===== src/rtl/u16u8_pkg.sv =====
package u16u8_pkg;

  localparam int QUEUE_DEPTH = 2;

  localparam logic [15:0] HI_FIRST  = 16'hD800;
  localparam logic [15:0] HI_LAST   = 16'hDBFF;
  localparam logic [15:0] LO_FIRST  = 16'hDC00;
  localparam logic [15:0] LO_LAST   = 16'hDFFF;
  localparam logic [20:0] SUPP_BASE = 21'h10000;

  localparam logic [1:0] LEN_ONE   = 2'd0;
  localparam logic [1:0] LEN_TWO   = 2'd1;
  localparam logic [1:0] LEN_THREE = 2'd2;
  localparam logic [1:0] LEN_FOUR  = 2'd3;

  // One queue entry: one or two code points, bytes of all of them end one run.
  typedef struct packed {
    logic [20:0] cp0;
    logic [1:0]  len0;
    logic        has1;
    logic [20:0] cp1;
    logic [1:0]  len1;
  } job_t;

  // Byte count minus one.
  function automatic logic [1:0] pt_len(input logic [20:0] c);
    logic [1:0] l;
    if (c[20:7] == 14'd0) begin
      l = LEN_ONE;
    end else if (c[20:11] == 10'd0) begin
      l = LEN_TWO;
    end else if (c[20:16] == 5'd0) begin
      l = LEN_THREE;
    end else begin
      l = LEN_FOUR;
    end
    return l;
  endfunction

  function automatic logic [7:0] enc_byte(input logic [20:0] c, input logic [1:0] lm1,
                                          input logic [1:0] idx);
    logic [7:0] b;
    b = {1'b0, c[6:0]};
    unique case (lm1)
      LEN_ONE: b = {1'b0, c[6:0]};
      LEN_TWO: begin
        if (idx == 2'd0) b = {3'b110, c[10:6]};
        else             b = {2'b10, c[5:0]};
      end
      LEN_THREE: begin
        unique case (idx)
          2'd0:    b = {4'b1110, c[15:12]};
          2'd1:    b = {2'b10, c[11:6]};
          default: b = {2'b10, c[5:0]};
        endcase
      end
      default: begin
        unique case (idx)
          2'd0:    b = {5'b11110, c[20:18]};
          2'd1:    b = {2'b10, c[17:12]};
          2'd2:    b = {2'b10, c[11:6]};
          default: b = {2'b10, c[5:0]};
        endcase
      end
    endcase
    return b;
  endfunction

endpackage


===== src/rtl/u16u8_front.sv =====
module u16u8_front (
  input  logic                clk,
  input  logic                rst_n,
  input  logic                in_valid,
  output logic                in_ready,
  input  logic [15:0]         in_code_unit,
  input  logic                in_string_end,
  input  logic                q_full,
  output logic                q_push,
  output u16u8_pkg::job_t     q_job
);

  logic        held_r, held_nxt;
  logic [15:0] held_unit_r, held_unit_nxt;
  logic        accept, is_low, is_high, hold_new;
  logic [20:0] unit_cp, held_cp, pair_cp;

  assign in_ready = !q_full;
  assign accept   = in_valid && in_ready;
  assign is_low   = (in_code_unit >= u16u8_pkg::LO_FIRST) && (in_code_unit <= u16u8_pkg::LO_LAST);
  assign is_high  = (in_code_unit >= u16u8_pkg::HI_FIRST) && (in_code_unit <= u16u8_pkg::HI_LAST);
  assign hold_new = is_high && !in_string_end;
  assign unit_cp  = {5'd0, in_code_unit};
  assign held_cp  = {5'd0, held_unit_r};
  assign pair_cp  = u16u8_pkg::SUPP_BASE + {1'b0, held_unit_r[9:0], in_code_unit[9:0]};

  always_comb begin
    q_job         = '0;
    q_push        = 1'b0;
    held_nxt      = held_r;
    held_unit_nxt = held_unit_r;
    if (accept) begin
      if (held_r && is_low) begin
        q_push      = 1'b1;
        q_job.cp0   = pair_cp;
        q_job.len0  = u16u8_pkg::pt_len(pair_cp);
        held_nxt    = 1'b0;
      end else if (held_r) begin
        q_push      = 1'b1;
        q_job.cp0   = held_cp;
        q_job.len0  = u16u8_pkg::pt_len(held_cp);
        q_job.has1  = !hold_new;
        q_job.cp1   = unit_cp;
        q_job.len1  = u16u8_pkg::pt_len(unit_cp);
        held_nxt    = hold_new;
      end else begin
        q_push      = !hold_new;
        q_job.cp0   = unit_cp;
        q_job.len0  = u16u8_pkg::pt_len(unit_cp);
        held_nxt    = hold_new;
      end
      if (hold_new) held_unit_nxt = in_code_unit;
    end
  end

  always_ff @(posedge clk) begin
    if (!rst_n) begin
      held_r <= 1'b0;
    end else begin
      held_r <= held_nxt;
    end
    held_unit_r <= held_unit_nxt;
  end

endmodule


===== src/rtl/u16u8_fifo.sv =====
module u16u8_fifo #(
  parameter int DEPTH = u16u8_pkg::QUEUE_DEPTH
) (
  input  logic            clk,
  input  logic            rst_n,
  input  logic            push,
  input  u16u8_pkg::job_t push_job,
  input  logic            pop,
  output logic            full,
  output logic            empty,
  output u16u8_pkg::job_t head
);

  localparam int AW = (DEPTH > 1) ? $clog2(DEPTH) : 1;
  localparam int CW = $clog2(DEPTH + 1);
  localparam logic [AW-1:0] LAST_PTR = AW'(DEPTH - 1);

  u16u8_pkg::job_t mem_r [DEPTH];
  logic [AW-1:0] wr_r, wr_nxt, rd_r, rd_nxt;
  logic [CW-1:0] cnt_r, cnt_nxt;
  logic          do_push, do_pop;

  assign full    = (cnt_r == CW'(DEPTH));
  assign empty   = (cnt_r == '0);
  assign head    = mem_r[rd_r];
  assign do_push = push && !full;
  assign do_pop  = pop && !empty;

  always_comb begin
    wr_nxt  = wr_r;
    rd_nxt  = rd_r;
    cnt_nxt = cnt_r;
    if (do_push) wr_nxt = (wr_r == LAST_PTR) ? '0 : wr_r + 1'b1;
    if (do_pop)  rd_nxt = (rd_r == LAST_PTR) ? '0 : rd_r + 1'b1;
    if (do_push && !do_pop) cnt_nxt = cnt_r + 1'b1;
    else if (do_pop && !do_push) cnt_nxt = cnt_r - 1'b1;
  end

  always_ff @(posedge clk) begin
    if (!rst_n) begin
      wr_r  <= '0;
      rd_r  <= '0;
      cnt_r <= '0;
    end else begin
      wr_r  <= wr_nxt;
      rd_r  <= rd_nxt;
      cnt_r <= cnt_nxt;
    end
    if (do_push) mem_r[wr_r] <= push_job;
  end

endmodule


===== src/rtl/u16u8_back.sv =====
module u16u8_back (
  input  logic            clk,
  input  logic            rst_n,
  input  logic            q_empty,
  input  u16u8_pkg::job_t q_head,
  output logic            q_pop,
  output logic            out_valid,
  input  logic            out_ready,
  output logic [7:0]      out_utf8_byte,
  output logic            out_run_last
);

  u16u8_pkg::job_t cur_r, cur_nxt;
  logic       busy_r, busy_nxt;
  logic       sel_r, sel_nxt;
  logic [1:0] idx_r, idx_nxt;
  logic       oval_r, oval_nxt;
  logic [7:0] obyte_r, obyte_nxt;
  logic       olast_r, olast_nxt;
  logic       advance, pt_done, job_done;
  logic [20:0] cp;
  logic [1:0]  lm1;

  assign cp       = sel_r ? cur_r.cp1 : cur_r.cp0;
  assign lm1      = sel_r ? cur_r.len1 : cur_r.len0;
  assign advance  = busy_r && (out_ready || !oval_r);
  assign pt_done  = (idx_r == lm1);
  assign job_done = pt_done && (sel_r || !cur_r.has1);
  assign q_pop    = !q_empty && (!busy_r || (advance && job_done));

  always_comb begin
    cur_nxt   = cur_r;
    busy_nxt  = busy_r;
    sel_nxt   = sel_r;
    idx_nxt   = idx_r;
    oval_nxt  = oval_r;
    obyte_nxt = obyte_r;
    olast_nxt = olast_r;
    if (out_ready) oval_nxt = 1'b0;
    if (advance) begin
      oval_nxt  = 1'b1;
      obyte_nxt = u16u8_pkg::enc_byte(cp, lm1, idx_r);
      olast_nxt = job_done;
      if (job_done) begin
        busy_nxt = 1'b0;
      end else if (pt_done) begin
        sel_nxt = 1'b1;
        idx_nxt = '0;
      end else begin
        idx_nxt = idx_r + 1'b1;
      end
    end
    if (q_pop) begin
      cur_nxt  = q_head;
      busy_nxt = 1'b1;
      sel_nxt  = 1'b0;
      idx_nxt  = '0;
    end
  end

  always_ff @(posedge clk) begin
    if (!rst_n) begin
      busy_r <= 1'b0;
      oval_r <= 1'b0;
      sel_r  <= 1'b0;
      idx_r  <= '0;
    end else begin
      busy_r <= busy_nxt;
      oval_r <= oval_nxt;
      sel_r  <= sel_nxt;
      idx_r  <= idx_nxt;
    end
    cur_r   <= cur_nxt;
    obyte_r <= obyte_nxt;
    olast_r <= olast_nxt;
  end

  assign out_valid     = oval_r;
  assign out_utf8_byte = obyte_r;
  assign out_run_last  = olast_r;

endmodule


===== src/rtl/utf16_to_utf8_encoder.sv =====
// A first byte passes the queue, cur_r and obyte_r, in that order, before out_valid.
// Throughput: one output byte per cycle from the byte serializer while out_ready is
//   high and jobs are queued; one queue job yields up to 6 bytes.
// A held high surrogate yields nothing until the next unit arrives.
// Reset: rst_n synchronous, active low; clears the held surrogate, queue and output.
module utf16_to_utf8_encoder #(
  parameter int QUEUE_DEPTH = u16u8_pkg::QUEUE_DEPTH
) (
  input  logic        clk,
  input  logic        rst_n,
  input  logic        in_valid,
  output logic        in_ready,
  input  logic [15:0] in_code_unit,
  input  logic        in_string_end,
  output logic        out_valid,
  input  logic        out_ready,
  output logic [7:0]  out_utf8_byte,
  output logic        out_run_last
);

  logic            q_full, q_empty, q_push, q_pop;
  u16u8_pkg::job_t q_job, q_head;

  u16u8_front u_front (
    .clk           (clk),
    .rst_n         (rst_n),
    .in_valid      (in_valid),
    .in_ready      (in_ready),
    .in_code_unit  (in_code_unit),
    .in_string_end (in_string_end),
    .q_full        (q_full),
    .q_push        (q_push),
    .q_job         (q_job)
  );

  u16u8_fifo #(.DEPTH(QUEUE_DEPTH)) u_fifo (
    .clk      (clk),
    .rst_n    (rst_n),
    .push     (q_push),
    .push_job (q_job),
    .pop      (q_pop),
    .full     (q_full),
    .empty    (q_empty),
    .head     (q_head)
  );

  u16u8_back u_back (
    .clk           (clk),
    .rst_n         (rst_n),
    .q_empty       (q_empty),
    .q_head        (q_head),
    .q_pop         (q_pop),
    .out_valid     (out_valid),
    .out_ready     (out_ready),
    .out_utf8_byte (out_utf8_byte),
    .out_run_last  (out_run_last)
  );

endmodule


===== config.mk =====
export PLATFORM = sky130hd
export DESIGN_NAME = utf16_to_utf8_encoder
export DESIGN_NICKNAME = d
export VERILOG_FILES = /design/src/rtl/u16u8_pkg.sv /design/src/rtl/u16u8_front.sv /design/src/rtl/u16u8_fifo.sv /design/src/rtl/u16u8_back.sv /design/src/rtl/utf16_to_utf8_encoder.sv
export SDC_FILE = /design/constraint.sdc
export NUM_CORES = 1
export LEC_CHECK = 0
export ABC_CLOCK_PERIOD_IN_PS = 7350
export BUFFER_PORTS_ARGS = -buffer_cell sky130_fd_sc_hd__buf_2
export CAP_MARGIN = 20
export CELL_PAD_IN_SITES_DETAIL_PLACEMENT = 0
export CELL_PAD_IN_SITES_GLOBAL_PLACEMENT = 1
export CORE_ASPECT_RATIO = 0.9
export CORE_UTILIZATION = 55
export DETAILED_ROUTE_END_ITERATION = 10
export HOLD_SLACK_MARGIN = 0.15
export PLACE_DENSITY = 0.8
export REMOVE_ABC_BUFFERS = 1
export SETUP_SLACK_MARGIN = 0.02
export SYNTH_ARGS = -nofsm -noshare
export SYNTH_HDL_FRONTEND = slang
export SYNTH_SLANG_ARGS = --single-unit

===== constraint.sdc =====
create_clock -name clk -period 7.35 [get_ports clk]
set_input_delay 0.3675 -clock clk [delete_from_list [all_inputs] [get_ports clk]]
set_output_delay 0.3675 -clock clk [all_outputs]
set_load 0.05 [all_outputs]

**Word-level counts from Yosys, hierarchy flattened**

Memory sizes are Yosys's and may differ from the RTL's. A register that Yosys moved wholly into a read port is not among the register bits.
Cells that the tools add are included.

- Bits in registers: 35
- RAM bits: 94
- Bits of input ports: 21
- Output and inout bits: 11
- Word-level logic and storage cells: 108
- Memories kept: 1

Memory list:

| name | depth | bits a word | read ports | clocked after memory_dff | write ports | line | source |
|---|---|---|---|---|---|---|---|
| u_fifo.mem_r | 2 | 47 | 1 | 1 | 1 | u16u8_fifo.sv:18 | `u16u8_pkg::job_t mem_r [DEPTH];` |

- Add/subtract/negate cells: 6
- $lt $le $gt $ge: 4
- Equality and inequality tests: 6
- Muxes and demuxes: 34
- Bitwise gates (word level): 2
- Reduce and logical (&&, ||, !) cells: 44

Operators with widths:

| cell | count |
|---|---|
| $mux 24 | 2 |
| $mux 47 | 1 |
| $logic_not 14->1 | 3 |
| $ge 16x16->1 const B | 2 |
| $le 16x16->1 const B | 2 |
| $logic_not 10->1 | 3 |
| $pmux 8 s3 | 1 |
| $mux 23 | 1 |
| $add 17x20->21 const A | 1 |
| $mux 21 | 1 |
| $pmux 7 s3 | 1 |
| $mux 2 | 10 |
| $mux 18 | 1 |
| $mux 1 | 14 |
| $pmux 7 s2 | 1 |
| $logic_and 1x1->1 | 13 |
| $logic_not 1->1 | 9 |
| $reduce_bool 2->1 | 4 |
| $mux 7 | 1 |
| $eq 2x2->1 const B | 3 |
| $logic_not 2->1 | 3 |
| $reduce_and 2->1 | 3 |
| $logic_not 5->1 | 1 |
| $add 2x1->2 const B | 2 |
| other kinds (8) | 13 |

**Longest topological paths before layout**

- Word-level depth: 12
- Mapped depth: 8
- Mapped depth without buffers: 8

**Modules after synthesis**

A second synthesis with hierarchy kept.

- Cell total of the unflattened synthesis: 501
- Area total of the unflattened synthesis: 7722.4 µm²

Modules (own cells, without submodules):

| module | instances | cells an instance | area each (µm²) | seq. area each (µm²) |
|---|---|---|---|---|
| u16u8_fifo | 1 | 171 | 3629.7 | 2922.8 |
| u16u8_back | 1 | 191 | 2791.4 | 1781.7 |
| u16u8_front | 1 | 139 | 1301.2 | 500.5 |

**Least setup slack after synthesis**

OpenSTA, ideal clock, no wires.

- Kind: register to register
- From: register u_fifo.cnt_r[0]
- To: memory u_fifo.mem_r[0][0] in the netlist's numbering, enable pin
- Library setup time: 443 ps
- Arrival: 3011 ps
- Data required time: 6907 ps
- Slack: 3896 ps
- Stages on the path, launching flop included: 5
- Buffers on the path: 0
- Clock period less this slack: 3454 ps
- Cell sequence: dfxtp_1 nand2b_1 and2_1 o21ai_1 nor2_1

- Cells in the longest elaborated chain, start to end: 7

RTL lines:

| item | line | source |
|---|---|---|
| start, declared | u16u8_fifo.sv:20 | `logic [CW-1:0] cnt_r, cnt_nxt;` |
| start signal, assigned | u16u8_fifo.sv:47 | `cnt_r <= cnt_nxt;` |
| $eq 2x2->1 * | u16u8_fifo.sv:23 | `assign full = (cnt_r == CW'(DEPTH));` |
| $logic_not 1->1 * | u16u8_front.sv:18 | `assign in_ready = !q_full;` |
| via in_ready | utf16_to_utf8_encoder.sv:12 | `output logic in_ready,` |
| $logic_and 1x1->1 | u16u8_front.sv:19 | `assign accept = in_valid && in_ready;` |
| $mux 1 | u16u8_front.sv:32 | `if (accept) begin` |
| $logic_and 1x1->1 * | u16u8_fifo.sv:26 | `assign do_push = push && !full;` |
| $mux 1 * | u16u8_fifo.sv:49 | `if (do_push) mem_r[wr_r] <= push_job;` |
| $mux 1 (not written as such) * | u16u8_fifo.sv:49 |  |
| end, declared | u16u8_fifo.sv:18 |  |

Mark *: on every way through the listed nets, which the timed path passes. The rest lies on a longest branch.

**Worst setup path after layout**

- From: register u_back.sel_r
- To: register u_fifo.cnt_r[1]

- Cells in the longest elaborated chain, start to end: 10
- Elaborated cells between the ends (all ways): 13
- Those cells by class: eq/ne: 1; mux: 2; reduce/logical: 10

RTL lines:

| item | line | source |
|---|---|---|
| start, declared | u16u8_back.sv:15 | `logic sel_r, sel_nxt;` |
| start signal, assigned | u16u8_back.sv:70 | `sel_r <= sel_nxt;` |
| $mux 2 | u16u8_back.sv:25 | `assign lm1 = sel_r ? cur_r.len1 : cur_r.len0;` |
| $eq 2x2->1 | u16u8_back.sv:27 | `assign pt_done = (idx_r == lm1);` |
| $logic_and 1x1->1 * | u16u8_back.sv:28 | `assign job_done = pt_done && (sel_r \|\| !cur_r.has1);` |
| $logic_and 1x1->1 * | u16u8_back.sv:29 | `assign q_pop = !q_empty && (!busy_r \|\| (advance && job_done));` |
| $logic_or 1x1->1 * | u16u8_back.sv:29 |  |
| $logic_and 1x1->1 * | u16u8_back.sv:29 |  |
| $logic_and 1x1->1 * | u16u8_fifo.sv:27 | `assign do_pop = pop && !empty;` |
| $logic_not 1->1 | u16u8_fifo.sv:35 | `if (do_push && !do_pop) cnt_nxt = cnt_r + 1'b1;` |
| $logic_and 1x1->1 | u16u8_fifo.sv:35 |  |
| $mux 2 / $reduce_bool 2->1 (equally long branches) | n/a |  |

Every way passes the cells marked *; elsewhere a longest branch is shown, timed or not.
A chain may end at the register's enable or synchronous reset.

==> results.tsv <==
metric	value	unit
unrepaired_setup_endpoints_after_global_routing	false	
synthesis_to_finish_area_growth	12.5	%
synthArstFlopShare	0	%
clock_insertion_delay_worst_skew	410	ps
power_per_cell_area	371	nW/µm²
cts_tree	done	
nets	553	
drcViolationCount	0	
cts.sinks	161	
clock_power_share	26.0	%
htree_num_levels	4	
row_count	38	
period_share	39.8	%
first_pass_detailed_route_iteration_total	5	
total_power	0.00291	W
criticalPathCategory	reg -> reg	
place_hpwl	8660	µm
ant_cells	0	
worst_r2r_path_depth	7	
placed_cells	660	
drt_first_iter_violations	423	
post_layout_instance_count_excluding_filler_cells	695	
coreArea	12200	µm²
endpoint_kind	register	
timing.clock.skew	9.48	ps
grt_max_degree	44	
grt_antenna_before_repair	0	
drtAntennaViolNets	0	
synthMostInstantiatedCell	edfxtp_1	
worstSetupPathDepth	7	
cp.buffers_inverters	1	
report.final.slew_viol_count	0	
die_height	109	µm
worst_hold_path_class	in -> reg	
clockBufferDepth	2	
first_global_vias	3840	
critical-path-max-stage-delay	510	ps
post_dr_wirelength_cell	18.9	µm
slew-limit-headroom	28.9	%
internal_power	0.00200	W
layout_setup_ws	4420	ps
ir_drop	0.000190	V
clock_buffers_created_by_tritoncts	17	
io_pins	32	
switching_share	31.3	%
finalWirelength	13200	µm
synth.top_cells.by_area	edfxtp_1, mux2_2, dfxtp_1	
share_comb_of_total_power	27.1	%
timing.hold.worst_path_depth	1	
synth.cells.most_frequent	edfxtp_1, mux2_2, nand2_1	
maximum_frequency_from_static_timing_analysis	341	MHz
post-synth-top-area-cell	edfxtp_1	
netlist-cell-type-count	51	
die_area	13100	µm²
avgSynthCellArea	14.4	µm²
area_share_of_the_leading_cell_type_in_the_synthesized_netlist	65.1	%
nFillCells	897	
maxCapViolations	0	
power_switching	0.000911	W
cts_repair_resize_count	0	
crit_path_max_fanout	21	
synth.yosys.warnings	0	
worstPathArrival	3270	ps
seqPwrFrac	46.9	%
place_ws	4400	ps
cts-root-buf	clkbuf_16	
initial_core_util	57.0	%
timing.final.hold_violations	0	
cp_top_family	compound AO/OA/AOI/OAI gates	
syn-cell-area	6970	µm²
count_of_flip_flops_with_a_built_in_enable_after_synthesis	151	
min_period	2930	ps
ys.flop_type	edfxtp_1	
slew_worst_pin	1070	ps
hold-worst-slack	164	ps
routed_via_count	4027	
crit_required	7690	ps
grt_pass1_wl	20600	µm
groute.usage.overall	21.6	%
die_width	121	µm
cts.reportedPaths.clkPinSlew	60	ps
timing.critical_path.cells	buf_4 > mux2i_2 > xnor2_1 > o32a_4 > ha_1 > or3_1 > a21boi_0	
timing.setup.tns	0	ps
gate_count_after_technology_mapping	485	
place.gp.congestion	0.814	
cp-start-kind	register	
yosysSeqAreaShare	67.9	%
via_per_inst	5.79	
port_buffers	31	
synth-seq-cells	161	
leakage_power_of_the_design	2.74	nW
result_of_the_run	finished, final reports clean	
globalRouteOverflowTotal	0	
layout-drive-gt1-share	23.7	%
setup_viol	0	
critical_path.slowest_cell	mux2i_2	
==> path summary, 6_finish.rpt <==
kind	end	startpoint	slack [ps]
setup / recovery	u_fifo.cnt_r[1]	u_back.sel_r	4420
hold / removal	u_front.held_unit_r[5]	in_code_unit[5]	160
setup reg to reg	u_fifo.cnt_r[1]	u_back.sel_r	4420
hold reg to reg	u_back.out_valid	u_back.busy_r	520
==> kinds of logic (layout without fill, tap and decap cells) <==
logic type	after synthesis	in the layout	synth area share, %
AOI/OAI and AO/OA	72	72	7.31
xor gates and xnor gates	7	7	0.987
adders and majority gates	8	8	1.44
buffers and inverters	33	83	1.97
DFF	161	161	67.9
muxes	62	62	10.1
and+or+nand+nor	142	142	10.3
==> sequential cells by signal, indices dropped and copies added (netlist names), 2 cells and up <==
register / count
u_fifo.mem_r: 84
u_back.cur_r: 42
u_front.held_unit_r: 16
u_back.out_utf8_byte: 8
u_back.idx_r: 2
u_fifo.cnt_r: 2
==> cell type report <==
type / instances / area [µm²] / share of cell area (%)
well taps: 160 / 200 / 2.55
repair buffers: 42 / 251 / 3.21
inverters: 11 / 41.3 / 0.526
multi-input cells: 291 / 2110 / 26.9
clock inverters: 9 / 62.6 / 0.798
flip-flops and latches: 161 / 4740 / 60.4
clock buffers: 21 / 440 / 5.61
==> power by group through the flow <==
stage	Sequential (W)	Clock (W)	Combinational, W
floorplan	0.00147	0	0.000479
global placement	0.00138	0	0.000771
detailed placement	0.00138	0	0.000778
CTS	0.00136	0.000766	0.000786
global route	0.00138	0.000801	0.000859
finish	0.00136	0.000757	0.000788
==> metal layers <==
metal / up-vias / part of all wire [%] / track usage (%)
li1: 1937 / - / -
met1: 1955 / 48 / 30.0
met2: 120 / 46 / 32.7
met3: 15 / 4.5 / 5.28
met4: 0 / 1.8 / 9.26
met5: - / 0 / 0
==> metrics by stage <==
stage / utilization [%] / instance area [µm²]
after detailed placement: 59.7 / 7290
after floorplan: - / 6870
after CTS: 64.1 / 7830
after global routing: 64.2 / 7840
after global placement: 59.7 / 7290
final: 64.2 / 7840
==> placed cells by master (no fill, tap or decap), drive strengths merged, types with 10 or more instances in the layout <==
cell / instances
edfxtp: 151
mux2: 53
nand2: 41
buf: 38
and2: 24
nor2: 22
clkbuf: 21
a21oi: 20
nand3: 16
inv: 12
dfxtp: 10
==> worst reg2reg max path: cells and delay by family (launching register included) <==
kind	cells	cell delay (ps)
XOR/XNOR	1	220
AO/OA/AOI/OAI	2	590
flip-flops	1	490
buffers and inverters	1	360
AND/OR/NAND/NOR	1	350
adder cells (fa/ha/maj)	1	340
multiplexers	1	510
==> what timing repair did <==
action | 4_1_cts | 5_1_grt
hold buffers | 4 | 0
endpoints found under the hold margin | 4 | 0
setup buffers | 0 | 0
Note: power is estimated with default switching activity, not from simulation.
